**src/hw/rtl/deq_pkg.sv**
```systemverilog
// Package for the double-ended queue: payload structs, operation, status and
// memory-command codes, and default sizes. No dependencies.
package deq_pkg;

  localparam int unsigned DEF_CAPACITY   = 1024;
  localparam int unsigned DEF_VALUE_BITS = 32;
  localparam int unsigned OP_BITS        = 3;
  localparam int unsigned DATA_BITS      = 32;
  localparam int unsigned POS_BITS       = 10;
  localparam int unsigned COUNT_BITS     = 11;
  localparam int unsigned CMD_FIFO_DEPTH = 2;

  typedef enum logic [OP_BITS-1:0] {
    OP_PUSH_FRONT = 3'd0,
    OP_PUSH_BACK  = 3'd1,
    OP_POP_FRONT  = 3'd2,
    OP_POP_BACK   = 3'd3,
    OP_READ_POS   = 3'd4,
    OP_CLEAR      = 3'd5
  } deq_op_e;

  typedef enum logic [1:0] {
    ST_OK    = 2'd0,
    ST_EMPTY = 2'd1,
    ST_FULL  = 2'd2
  } deq_status_e;

  typedef enum logic [1:0] {
    MEM_NONE  = 2'd0,
    MEM_WRITE = 2'd1,
    MEM_READ  = 2'd2
  } deq_mem_e;

  typedef struct packed {
    logic [OP_BITS-1:0]          operation;
    logic signed [DATA_BITS-1:0] push_value;
    logic [POS_BITS-1:0]         position;
  } deq_in_t;

  typedef struct packed {
    logic [1:0]                  status;
    logic signed [DATA_BITS-1:0] read_value;
    logic [COUNT_BITS-1:0]       count;
    logic                        is_empty;
  } deq_out_t;

  // Classified transaction handed from the front end to the back end
  typedef struct packed {
    deq_mem_e              mem_op;
    deq_status_e           status;
    logic [COUNT_BITS-1:0] count;
    logic                  is_empty;
  } deq_cmd_t;

endpackage

```
**src/hw/rtl/deq_cmd_fifo.sv**
```systemverilog
// Short command queue between front and back end of the deque.
// Depends on deq_pkg for its depth.
module deq_cmd_fifo
  import deq_pkg::*;
#(
  parameter int unsigned WIDTH = 64
) (
  input  logic             clk_i,
  input  logic             rst_ni,
  input  logic             wr_valid_i,
  output logic             wr_ready_o,
  input  logic [WIDTH-1:0] wr_data_i,
  output logic             rd_valid_o,
  input  logic             rd_ready_i,
  output logic [WIDTH-1:0] rd_data_o
);

  localparam int unsigned PTR_BITS = (CMD_FIFO_DEPTH > 1) ? $clog2(CMD_FIFO_DEPTH) : 1;
  localparam int unsigned CNT_BITS = $clog2(CMD_FIFO_DEPTH + 1);

  logic [WIDTH-1:0]    slot_q [CMD_FIFO_DEPTH];
  logic [PTR_BITS-1:0] wr_ptr_q, wr_ptr_d, rd_ptr_q, rd_ptr_d;
  logic [CNT_BITS-1:0] fill_q, fill_d;
  logic                push, pop;

  assign wr_ready_o = fill_q != CNT_BITS'(CMD_FIFO_DEPTH);
  assign rd_valid_o = fill_q != '0;
  assign rd_data_o  = slot_q[rd_ptr_q];
  assign push       = wr_valid_i && wr_ready_o;
  assign pop        = rd_valid_o && rd_ready_i;

  always_comb begin
    wr_ptr_d = wr_ptr_q;
    rd_ptr_d = rd_ptr_q;
    fill_d   = fill_q;
    if (push) begin
      wr_ptr_d = (wr_ptr_q == PTR_BITS'(CMD_FIFO_DEPTH - 1)) ? '0 : wr_ptr_q + 1'b1;
    end
    if (pop) begin
      rd_ptr_d = (rd_ptr_q == PTR_BITS'(CMD_FIFO_DEPTH - 1)) ? '0 : rd_ptr_q + 1'b1;
    end
    unique case ({push, pop})
      2'b10:   fill_d = fill_q + 1'b1;
      2'b01:   fill_d = fill_q - 1'b1;
      default: fill_d = fill_q;
    endcase
  end

  always_ff @(posedge clk_i or negedge rst_ni) begin
    if (!rst_ni) begin
      wr_ptr_q <= '0;
      rd_ptr_q <= '0;
      fill_q   <= '0;
    end else begin
      wr_ptr_q <= wr_ptr_d;
      rd_ptr_q <= rd_ptr_d;
      fill_q   <= fill_d;
    end
  end

  always_ff @(posedge clk_i) begin
    if (push) begin
      slot_q[wr_ptr_q] <= wr_data_i;
    end
  end

endmodule

```
**config.mk**
```make
export PLATFORM = sky130hd
export DESIGN_NAME = deq_cmd_fifo
export DESIGN_NICKNAME = d
export VERILOG_FILES = /design/src/hw/rtl/deq_pkg.sv /design/src/hw/rtl/deq_cmd_fifo.sv
export SDC_FILE = /design/constraint.sdc
export NUM_CORES = 1
export LEC_CHECK = 0
export BUFFER_PORTS_ARGS = -buffer_cell sky130_fd_sc_hd__buf_4
export CORE_UTILIZATION = 36
export CTS_BUF_LIST = sky130_fd_sc_hd__clkbuf_16
export CTS_CLUSTER_DIAMETER = 120
export DETAILED_ROUTE_END_ITERATION = 16
export GPL_ROUTABILITY_DRIVEN = 0
export GPL_TIMING_DRIVEN = 0
export PLACE_DENSITY = 0.57
export SLEW_MARGIN = 40
export SYNTH_ARGS = -nofsm -noshare
export SYNTH_HDL_FRONTEND = slang
export SYNTH_SLANG_ARGS = --single-unit
```
**constraint.sdc**
```tcl
create_clock -name clk_i -period 5.3 [get_ports clk_i]
set_input_delay 0.53 -clock clk_i [delete_from_list [all_inputs] [get_ports clk_i]]
set_output_delay 0.53 -clock clk_i [all_outputs]
set_load 0.02 [all_outputs]
```
==> impl_metrics.yaml <==
clocking:
  clockBufferDepth: 2
  cts.sinks: 132
  cts_made_buffers: 17
  htree_levels: 4
  cts_tree: "built"
  clock_latency_ns: 0.40
  cts-root-buf: "clkbuf_16"
  cts_resized: 0
  clk_pin_slew_ns: 0.05
timing:
  worst_pin_slew_ns: 0.454
  fin_skew_ns: 0.00483
  setup_viol: 0
  setup_ws_ns: 3.16
  hold_viol: 0
  final_max_slew_viol_count: 0
  rsz0062_at_grt: "false"
  finalCriticalPeriod_ns: 2.14
  fin_crit_sh_pct: 40.3
  fin_setup_tns_ns: 0
  timing.fmax_mhz: 468
  slew_headroom_pct: 69.7
floorplanning:
  die_h_um: 120
  fp-row-count: 42
  coreArea_mm2: 0.0134
  die_area_mm2: 0.0144
  start_util_pct: 37.5
  top_level_ports: 134
  dieWidth_um: 120
routing:
  via_per_inst: 4.43
  drtPass1Iterations: 4
  vias: 2482
  drt-total-wl_um: 8400
  avgRoutedWirePerCell_um: 15.0
  drt_iter0_drc: 120
  drc_errors: 0
  ant_nets: 0
pwr:
  peakVddDrop_v: 0.000323
  p_per_area_mw_per_mm2: 583
  cellLeakagePower_uw: 0.00273
grt:
  grt-ovfl-total: 0
  antenna_found_initial: 0
  grt_pass1_vias: 2605
  track_usage_pct: 12.5
  grt_start_max_net_pins: 37
  grt_first_pass_wirelength_um: 13000
place:
  portBuffers: 133
  dp.final_hpwl_um: 5800
  dpl.cell_count: 530
  pre_cts_ws_ns: 3.44
synthesis:
  syn_area_mm2: 0.00502
  synth_cells: 216
  synth_top_family_by_area: "multiplexers"
  synth.avg_cell_area_um2: 23.2
  synthMuxAreaShare_pct: 18.1
  synth_xor_area_share_pct: 0.872
  synth.net_count: 285
  synth_fa_ha_area_share_pct: 0.249
  synthDistinctLibCells: 15
  synth_compound_area_share_pct: 0
  yosysWarnings: 0
  ys_seq_elements: 132
  synth.yosys.seq_area_share_pct: 78.6
  synth-simple-area-share_pct: 0.773
status:
  status: "completed"
finish:
  fin_cells: 560
  fin_nets: 443
  antenna_cells: 0
  drive_above_1_share_pct: 60.9
  syn_to_final_growth_pct: 36.6
min_path:
  hold_path_depth: 1
  min_to: "slot_q[0][41]"
  hp-start: "wr_data_i[41]"
  hp-class: "in -> reg"
critical_path:
  r2r_slack_ns: 3.47
  cp.required_ns: 4.77
  crit-reg2reg-launch: "fill_q[0]"
  reg2regPathDepth: 5
  cp-start-kind: "flip-flop"
  crit_path_end_kind: "output port"
  r2r_end: "slot_q[0][12]"
  cp.arrival_ns: 1.61
  path_max_fanout: 10
  path_class: "reg -> out"
job:
  max_cap_violations: 0
power by group:
group	switching (uW)	internal, uW
registers	59.6	1430
clock network	374	618
logic	756	760
total	1190	2810
stage by stage:
step	utilization [%]	instance area [um^2]	total power [uW]	hold WS (ns)
2_1_floorplan	-	5020	2490	0.234
3_3_place_gp	46.6	6240	3020	0.332
3_5_place_dp	47.3	6340	3060	0.334
4_1_cts	51.2	6860	4060	0.286
5_1_grt	51.2	6860	4190	0.278
6_report	51.2	6860	4000	0.307
cell families (layout without fill, tap and decap cells):
logic type | Yosys count | in the layout
flip-flops | 132 | 132
multiplexers | 64 | 64
AND/OR/NAND/NOR | 7 | 7
buffers and inverters | 7 | 175
XOR/XNOR | 5 | 5
adder cells (fa/ha/maj) | 1 | 1
cell type report:
class	instances	area, um^2
clock inverters	12	76.3
multi-input cells	77	1020
clock buffers	17	425
repair buffers	139	1100
fillers	1118	6550
well taps	176	220
flip-flops and latches	132	3940
plain buffers	7	72.6
placed cells by master, fill, tap and decap left out:
| cell | Yosys | final |
|---|---|---|
| ha_1 | 1 | 1 |
| nand2_1 | 1 | 1 |
| clkbuf_16 | 0 | 17 |
| buf_2 | 1 | 1 |
| buf_12 | 0 | 1 |
| nor2_1 | 2 | 1 |
| nor2_4 | 0 | 1 |
| nand2b_1 | 1 | 1 |
| inv_1 | 0 | 2 |
| mux2_4 | 50 | 50 |
| xor2_1 | 2 | 2 |
| bufinv_16 | 0 | 1 |
| dlygate4sd3_1 | 0 | 1 |
| clkinv_1 | 0 | 5 |
| and3_4 | 0 | 1 |
| buf_16 | 0 | 1 |
| and2_4 | 1 | 1 |
| or2_1 | 1 | 1 |
| dfrtp_1 | 4 | 4 |
| xnor2_1 | 3 | 3 |
| clkinv_2 | 0 | 4 |
| edfxtp_1 | 128 | 128 |
| buf_6 | 6 | 6 |
| buf_4 | 0 | 133 |
| buf_8 | 0 | 3 |
| mux2_2 | 14 | 14 |
routing by layer:
metal / track usage (%) / up-vias / wire length [um]
li1: - / 1168 / -
met1: 14.0 / 1206 / 3400
met2: 20.0 / 94 / 4140
met3: 6.32 / 14 / 715
met4: 5.63 / 0 / 142
met5: 0 / - / 0
cell usage after synthesis, drive strengths merged:
| cell | count | area share, % |
|---|---|---|
| or2 | 1 | 0.12 |
| buf | 7 | 1.4 |
| xnor2 | 3 | 0.52 |
| and3 | 1 | 0.12 |
| and2 | 1 | 0.17 |
| mux2 | 64 | 18 |
| dfrtp | 4 | 2.0 |
| xor2 | 2 | 0.35 |
| nand2b | 1 | 0.12 |
| nor2 | 2 | 0.15 |
| ha | 1 | 0.25 |
| nand2 | 1 | 0.075 |
| edfxtp | 128 | 77 |
worst max-delay path by stage:
stage | from | end | slack (ns) | cells after the start
6_report | rd_ptr_q | rd_data_o[27] | 3.16 | 4
4_1_cts | rd_ptr_q | rd_data_o[50] | 3.11 | 4
2_1_floorplan | fill_q[0] | slot_q[0][0] | 1.33 | 3
3_3_place_gp | wr_valid_i | slot_q[0][17] | -0.30 | 3
3_5_place_dp | wr_valid_i | slot_q[0][12] | 3.44 | 5
5_1_grt | rd_ptr_q | rd_data_o[14] | 3.05 | 4
registers in the layout, indices dropped and copies added, names as in the netlist:
register	cells
slot_q	128
fill_q	2
wr_ptr_q	1
rd_ptr_q	1
what timing repair did:
action / 4_1_cts / 5_1_grt
buffers inserted: 0 / 0
hold buffers: 1 / 0
endpoints found under the hold margin: 4 / 0
worst max-delay path, stage by stage (launching register included):
cell and delay [ns]:
dfrtp_1 0.35, buf_6 0.17, buf_6 0.20, mux2_4 0.32, buf_4 0.16
No activity file was read; power rests on OpenSTA's default activity.
