===== config.mk =====
export PLATFORM = sky130hd
export DESIGN_NAME = deq_front
export DESIGN_NICKNAME = d
export VERILOG_FILES = /design/src/hw/rtl/deq_pkg.sv /design/src/hw/rtl/deq_front.sv
export SDC_FILE = /design/constraint.sdc
export NUM_CORES = 1
export LEC_CHECK = 0
export BUFFER_PORTS_ARGS = -buffer_cell sky130_fd_sc_hd__buf_2
export CORE_MARGIN = 2
export CORE_UTILIZATION = 52
export CTS_CLUSTER_SIZE = 16
export DETAILED_ROUTE_END_ITERATION = 12
export GPL_ROUTABILITY_DRIVEN = 0
export PLACE_DENSITY = 0.79
export SLEW_MARGIN = 20
export SYNTH_ARGS = -nofsm -noshare
export SYNTH_HDL_FRONTEND = slang
export SYNTH_SLANG_ARGS = --single-unit
export TNS_END_PERCENT = 50

===== constraint.sdc =====
create_clock -name clk_i -period 4.2 [get_ports clk_i]
set_clock_uncertainty 0.1 [all_clocks]
set_input_delay 0 -clock clk_i [delete_from_list [all_inputs] [get_ports clk_i]]
set_output_delay 0 -clock clk_i [all_outputs]
set_load 0.02 [all_outputs]

===== src/hw/rtl/deq_pkg.sv =====
// Package for the double-ended queue: payload structs, operation, status and
// memory-command codes, and default sizes. No dependencies.
package deq_pkg;

  localparam int unsigned DEF_CAPACITY   = 1024;
  localparam int unsigned DEF_VALUE_BITS = 32;
  localparam int unsigned OP_BITS        = 3;
  localparam int unsigned DATA_BITS      = 32;
  localparam int unsigned POS_BITS       = 10;
  localparam int unsigned COUNT_BITS     = 11;
  localparam int unsigned CMD_FIFO_DEPTH = 2;

  typedef enum logic [OP_BITS-1:0] {
    OP_PUSH_FRONT = 3'd0,
    OP_PUSH_BACK  = 3'd1,
    OP_POP_FRONT  = 3'd2,
    OP_POP_BACK   = 3'd3,
    OP_READ_POS   = 3'd4,
    OP_CLEAR      = 3'd5
  } deq_op_e;

  typedef enum logic [1:0] {
    ST_OK    = 2'd0,
    ST_EMPTY = 2'd1,
    ST_FULL  = 2'd2
  } deq_status_e;

  typedef enum logic [1:0] {
    MEM_NONE  = 2'd0,
    MEM_WRITE = 2'd1,
    MEM_READ  = 2'd2
  } deq_mem_e;

  typedef struct packed {
    logic [OP_BITS-1:0]          operation;
    logic signed [DATA_BITS-1:0] push_value;
    logic [POS_BITS-1:0]         position;
  } deq_in_t;

  typedef struct packed {
    logic [1:0]                  status;
    logic signed [DATA_BITS-1:0] read_value;
    logic [COUNT_BITS-1:0]       count;
    logic                        is_empty;
  } deq_out_t;

  // Classified transaction handed from the front end to the back end
  typedef struct packed {
    deq_mem_e              mem_op;
    deq_status_e           status;
    logic [COUNT_BITS-1:0] count;
    logic                  is_empty;
  } deq_cmd_t;

endpackage


===== src/hw/rtl/deq_front.sv =====
// Front end of the deque: accepts transactions, keeps front slot and count,
// works out status and ring address. Depends on deq_pkg.
module deq_front
  import deq_pkg::*;
#(
  parameter int unsigned CAPACITY   = DEF_CAPACITY,
  parameter int unsigned VALUE_BITS = DEF_VALUE_BITS
) (
  input  logic                           clk_i,
  input  logic                           rst_ni,
  input  logic                           in_valid_i,
  output logic                           in_ready_o,
  input  deq_in_t                        in_data_i,
  output logic                           cmd_valid_o,
  input  logic                           cmd_ready_i,
  output deq_cmd_t                       cmd_o,
  output logic [$clog2(CAPACITY)-1:0]    addr_o,
  output logic [VALUE_BITS-1:0]          wdata_o
);

  localparam int unsigned AW = $clog2(CAPACITY);
  localparam int unsigned CW = $clog2(CAPACITY + 1);
  localparam int unsigned PW = (CW > POS_BITS) ? CW : POS_BITS;

  logic [AW-1:0]  front_q, front_d;
  logic [CW-1:0]  count_q, count_d;
  logic [AW-1:0]  offset;
  logic [AW:0]    ring_sum;
  logic [AW-1:0]  ring_slot;
  logic [AW-1:0]  front_dec;
  logic           full, empty, pos_bad, accept;
  logic signed [VALUE_BITS-1:0] push_trunc;

  assign accept      = in_valid_i && cmd_ready_i;
  assign in_ready_o  = cmd_ready_i;
  assign cmd_valid_o = in_valid_i;

  assign full    = count_q == CW'(CAPACITY);
  assign empty   = count_q == '0;
  assign pos_bad = PW'(in_data_i.position) >= PW'(count_q);

  assign ring_sum  = {1'b0, front_q} + {1'b0, offset};
  assign ring_slot = (ring_sum >= (AW+1)'(CAPACITY)) ?
                     AW'(ring_sum - (AW+1)'(CAPACITY)) : AW'(ring_sum);
  assign front_dec = (front_q == '0) ? AW'(CAPACITY - 1) : front_q - 1'b1;

  assign push_trunc = VALUE_BITS'(in_data_i.push_value);
  assign wdata_o    = push_trunc;

  always_comb begin
    front_d       = front_q;
    count_d       = count_q;
    offset        = '0;
    addr_o        = ring_slot;
    cmd_o.mem_op  = MEM_NONE;
    cmd_o.status  = ST_OK;
    unique case (in_data_i.operation)
      OP_PUSH_FRONT: begin
        addr_o = front_dec;
        if (full) begin
          cmd_o.status = ST_FULL;
        end else begin
          cmd_o.mem_op = MEM_WRITE;
          front_d      = front_dec;
          count_d      = count_q + 1'b1;
        end
      end
      OP_PUSH_BACK: begin
        offset = AW'(count_q);
        if (full) begin
          cmd_o.status = ST_FULL;
        end else begin
          cmd_o.mem_op = MEM_WRITE;
          count_d      = count_q + 1'b1;
        end
      end
      OP_POP_FRONT: begin
        addr_o = front_q;
        offset = AW'(1);
        if (empty) begin
          cmd_o.status = ST_EMPTY;
        end else begin
          cmd_o.mem_op = MEM_READ;
          front_d      = ring_slot;
          count_d      = count_q - 1'b1;
        end
      end
      OP_POP_BACK: begin
        offset = AW'(count_q - 1'b1);
        if (empty) begin
          cmd_o.status = ST_EMPTY;
        end else begin
          cmd_o.mem_op = MEM_READ;
          count_d      = count_q - 1'b1;
        end
      end
      OP_READ_POS: begin
        offset = AW'(in_data_i.position);
        if (pos_bad) begin
          cmd_o.status = ST_EMPTY;
        end else begin
          cmd_o.mem_op = MEM_READ;
        end
      end
      OP_CLEAR: begin
        front_d = '0;
        count_d = '0;
      end
      default: begin
      end
    endcase
    cmd_o.count    = COUNT_BITS'(count_d);
    cmd_o.is_empty = count_d == '0;
  end

  always_ff @(posedge clk_i or negedge rst_ni) begin
    if (!rst_ni) begin
      front_q <= '0;
      count_q <= '0;
    end else if (accept) begin
      front_q <= front_d;
      count_q <= count_d;
    end
  end

endmodule


==> flow_metrics.env <==
export IMPL_clkSlewWorstSetupHoldPaths_ns=0.09
export IMPL_cap_violations=0
export IMPL_path_cells="inv_1 -> ha_1 -> or3b_2 -> nor3b_1 -> a21oi_1 -> o22ai_1 -> ha_1 -> nand3_1 -> o2111ai_1 -> a211oi_1 -> nor2_1 -> a31oi_1 -> xnor2_1 -> o21ai_0 -> buf_2"
export IMPL_synthArstFlopShare_pct=100.0
export IMPL_io_buffers=44
export IMPL_ant_nets=0
export IMPL_swShare_pct=56.23
export IMPL_hold_class="input port to asynchronous set/reset pin"
export IMPL_final_cells=556
export IMPL_p_clk_share_pct=7.0
export IMPL_clock_sinks=21
export IMPL_drtIter0Drc=353
export IMPL_p_comb_share_pct=69.7
export IMPL_arrival_ns=3.71
export IMPL_hold_viol=0
export IMPL_synth_cell_area_um2=3302
export IMPL_slowest_delay_ns=0.52
export IMPL_syn_nets=535
export IMPL_grt_max_degree=29
export IMPL_cts_root_buffer="clkbuf_8"
export IMPL_setup_viol=0
export IMPL_grt_pass1_vias=3186
export IMPL_worst_setup_path_type="flip-flop to primary output"
export IMPL_via_per_inst=6.302
export IMPL_yosys_register_bits=21
export IMPL_fill_cells=598
export IMPL_p_total_mw=2.111
export IMPL_worst_path_most_repeated_cell="ha_1"
export IMPL_nets=553
export IMPL_slowest_stage="or3b_2"
export IMPL_cpLargestDelayFamily="compound AO/OA/AOI/OAI gates"
export IMPL_yosys_warnings=0
export IMPL_placed_cells=519
export IMPL_antenna_found_initial=0
export IMPL_drcViolationCount=0
export IMPL_area_growth_pct=8.943
export IMPL_htreeDepth=1
export IMPL_grt_use_total_pct=25.96
export IMPL_grt_pass1_wl_mm=15.22
export IMPL_rsz0062_at_grt="false"
export IMPL_synth_main_ff_cell="dfrtp_1"
export IMPL_die_area_um2=7003
export IMPL_p_leak_nw=1.555
export IMPL_io_pins=109
export IMPL_p_int_mw=0.9239
export IMPL_grt_ovfl_total=0
export IMPL_worstMarginPinSlew_ns=0.8116
export IMPL_syn_area_per_cell_um2=7.147
export IMPL_cp_end_kind="primary output"
export IMPL_period_minus_slack_ns=3.812
export IMPL_wl_per_cell_um=16.85
export IMPL_chipWidth_um=83.69
export IMPL_cts_buffers=3
export IMPL_cp_required_ns=4.10
export IMPL_fp_dieH_um=83.69
export IMPL_synthDistinctLibCells=62
export IMPL_coreArea_um2=6241
export IMPL_n_antenna_cell=0
export IMPL_place_hpwl_mm=6.896
export IMPL_crit_buf_inv=2
export IMPL_dpl_instance_area_um2=3221
export IMPL_ir_drop_mv=0.4063
export IMPL_setup_tns_final_ns=0
export IMPL_synthCells=462
export IMPL_drive_gt1_share_pct=14.41
export IMPL_num_vias=3504
export IMPL_fin_crit_sh_pct=90.77
export IMPL_net_switching_power_mw=1.187
export IMPL_power_frac_seq_pct=23.3
export IMPL_clock_fmax_mhz=262.3
export IMPL_start_util_pct=52.91
export IMPL_clkLatencyLatePin_ns=0.28
export IMPL_cts_buffer_depth=2
export IMPL_slew_violations=0
export IMPL_power_density_nw_per_um2=586.7
export IMPL_slew_headroom_pct=45.78
export IMPL_start_kind="flip-flop"
export IMPL_seq_area_frac_synth_pct=15.92
export IMPL_final_area_um2=3597
export IMPL_routed_wl_mm=9.366
export IMPL_crit_fanout=13
export IMPL_synth_edf_count=0
export IMPL_cts_tree="built"
export IMPL_reg2regPathDepth=14
export IMPL_status="completed"
export IMPL_rows=29
export IMPL_dr_pass1_iters=5
export IMPL_crit_cells=15
[per-stage QoR]
stage                     util (%)  setup slack, ns  hold WS (ns)
after floorplan                  -           0.7460       -0.3956
after global placement       51.60           0.7414      -0.09986
after detailed placement     51.60           0.6584      -0.09986
after CTS                    57.62           0.3357        0.1349
after global routing         57.64          0.05543        0.1391
final                        57.64           0.3876        0.1318
[cells by family after synthesis]
family,count (synthesis),synth area share (%)
DFF,21,15.91
xor gates and xnor gates,17,4.509
AOI/OAI and AO/OA,141,27.66
buffers and inverters,94,15.69
adders and majority gates,24,9.322
and+or+nand+nor,159,24.97
muxes,6,1.933
[layer usage]
| layer | up-vias | track usage [%] | wire length [um] |
|---|---|---|---|
| met4 | 0 | 8.504 | 234 |
| met3 | 25 | 3.759 | 688 |
| met2 | 197 | 44.07 | 4500 |
| met5 | - | 0 | 0 |
| li1 | 1652 | - | - |
| met1 | 1630 | 33.82 | 3942 |
[repair_timing]
item | CTS | global route
setup buffers | 0 | 0
endpoints found under the hold margin | 53 | 0
endpoints found under the setup margin | 0 | 1
gates resized for setup | 0 | 1
hold buffers | 33 | 0
[registers in the layout, summed over array words and instances (netlist names)]
| name | flops |
|---|---|
| front_q | 10 |
| count_q | 11 |
[cells in the final DEF (no fill, tap or decap), drive strengths merged, types with 4 or more instances in the layout]
master | Yosys | layout
buf | 46 | 46
nand2 | 42 | 42
o21ai | 39 | 39
a21oi | 39 | 39
dlygate4sd3 | 0 | 33
nor2 | 32 | 32
inv | 28 | 28
ha | 23 | 23
dfrtp | 21 | 21
nand3 | 17 | 17
o22ai | 13 | 13
xnor2 | 11 | 11
nor3 | 11 | 11
nor2b | 10 | 10
or3 | 10 | 10
a22oi | 8 | 8
nand2b | 6 | 6
a211oi | 6 | 6
xor2 | 6 | 6
nand4 | 5 | 5
a31oi | 5 | 5
and3 | 4 | 4
or4 | 4 | 4
or2 | 4 | 4
nor4 | 4 | 4
clkbuf | 20 | 4
[layout make-up]
class,instances,area [um^2],area share [%]
clock buffers,4,45.04,1.252
inverters,28,105.1,2.922
multi-input cells,347,2258,62.78
flip-flops and latches,21,526.8,14.64
well taps,77,96.34,2.678
repair buffers,79,565.5,15.72
[worst paths after layout]
| kind | startpoint | end | slack (ns) |
|---|---|---|---|
| worst max-delay path | count_q[0] | addr_o[9] | 0.39 |
| worst min-delay path | rst_ni | count_q[4] | 0.13 |
| worst max register to register | count_q[0] | front_q[9] | 0.68 |
| worst min register to register | front_q[7] | front_q[7] | 0.51 |
| max in group asynchronous | rst_ni | count_q[0] | 3.46 |
| min in group clk_i | cmd_ready_i | in_ready_o | 0.13 |
[synth_stat cells, types with 4 or more instances]
library cell	n	area, um^2
a211oi_1	6	45.04
a21oi_1	38	190.2
a22oi_1	8	60.06
a31oi_1	5	31.28
and3_1	4	25.02
buf_2	6	30.03
buf_4	36	270.3
clkbuf_1	20	75.07
dfrtp_1	21	525.5
ha_1	23	287.8
inv_1	28	105.1
nand2_1	42	157.7
nand2b_1	6	37.54
nand3_1	17	85.08
nand4_1	5	31.28
nor2_1	32	120.1
nor2b_1	10	62.56
nor3_1	10	50.05
o21ai_0	39	195.2
o22ai_1	13	81.33
or2_2	4	25.02
or3_1	8	50.05
or4_1	4	30.03
xnor2_1	11	96.34
xor2_1	6	52.55
[power groups by stage]
stage	Clock, mW	Sequential [mW]	Combinational (mW)
6_report	0.148	0.492	1.47
5_1_grt	0.161	0.514	1.62
4_1_cts	0.150	0.482	1.45
3_5_place_dp	0	0.487	1.40
3_3_place_gp	0	0.481	1.37
2_1_floorplan	0	0.348	1.29
Power figures use the tool's default switching activity.
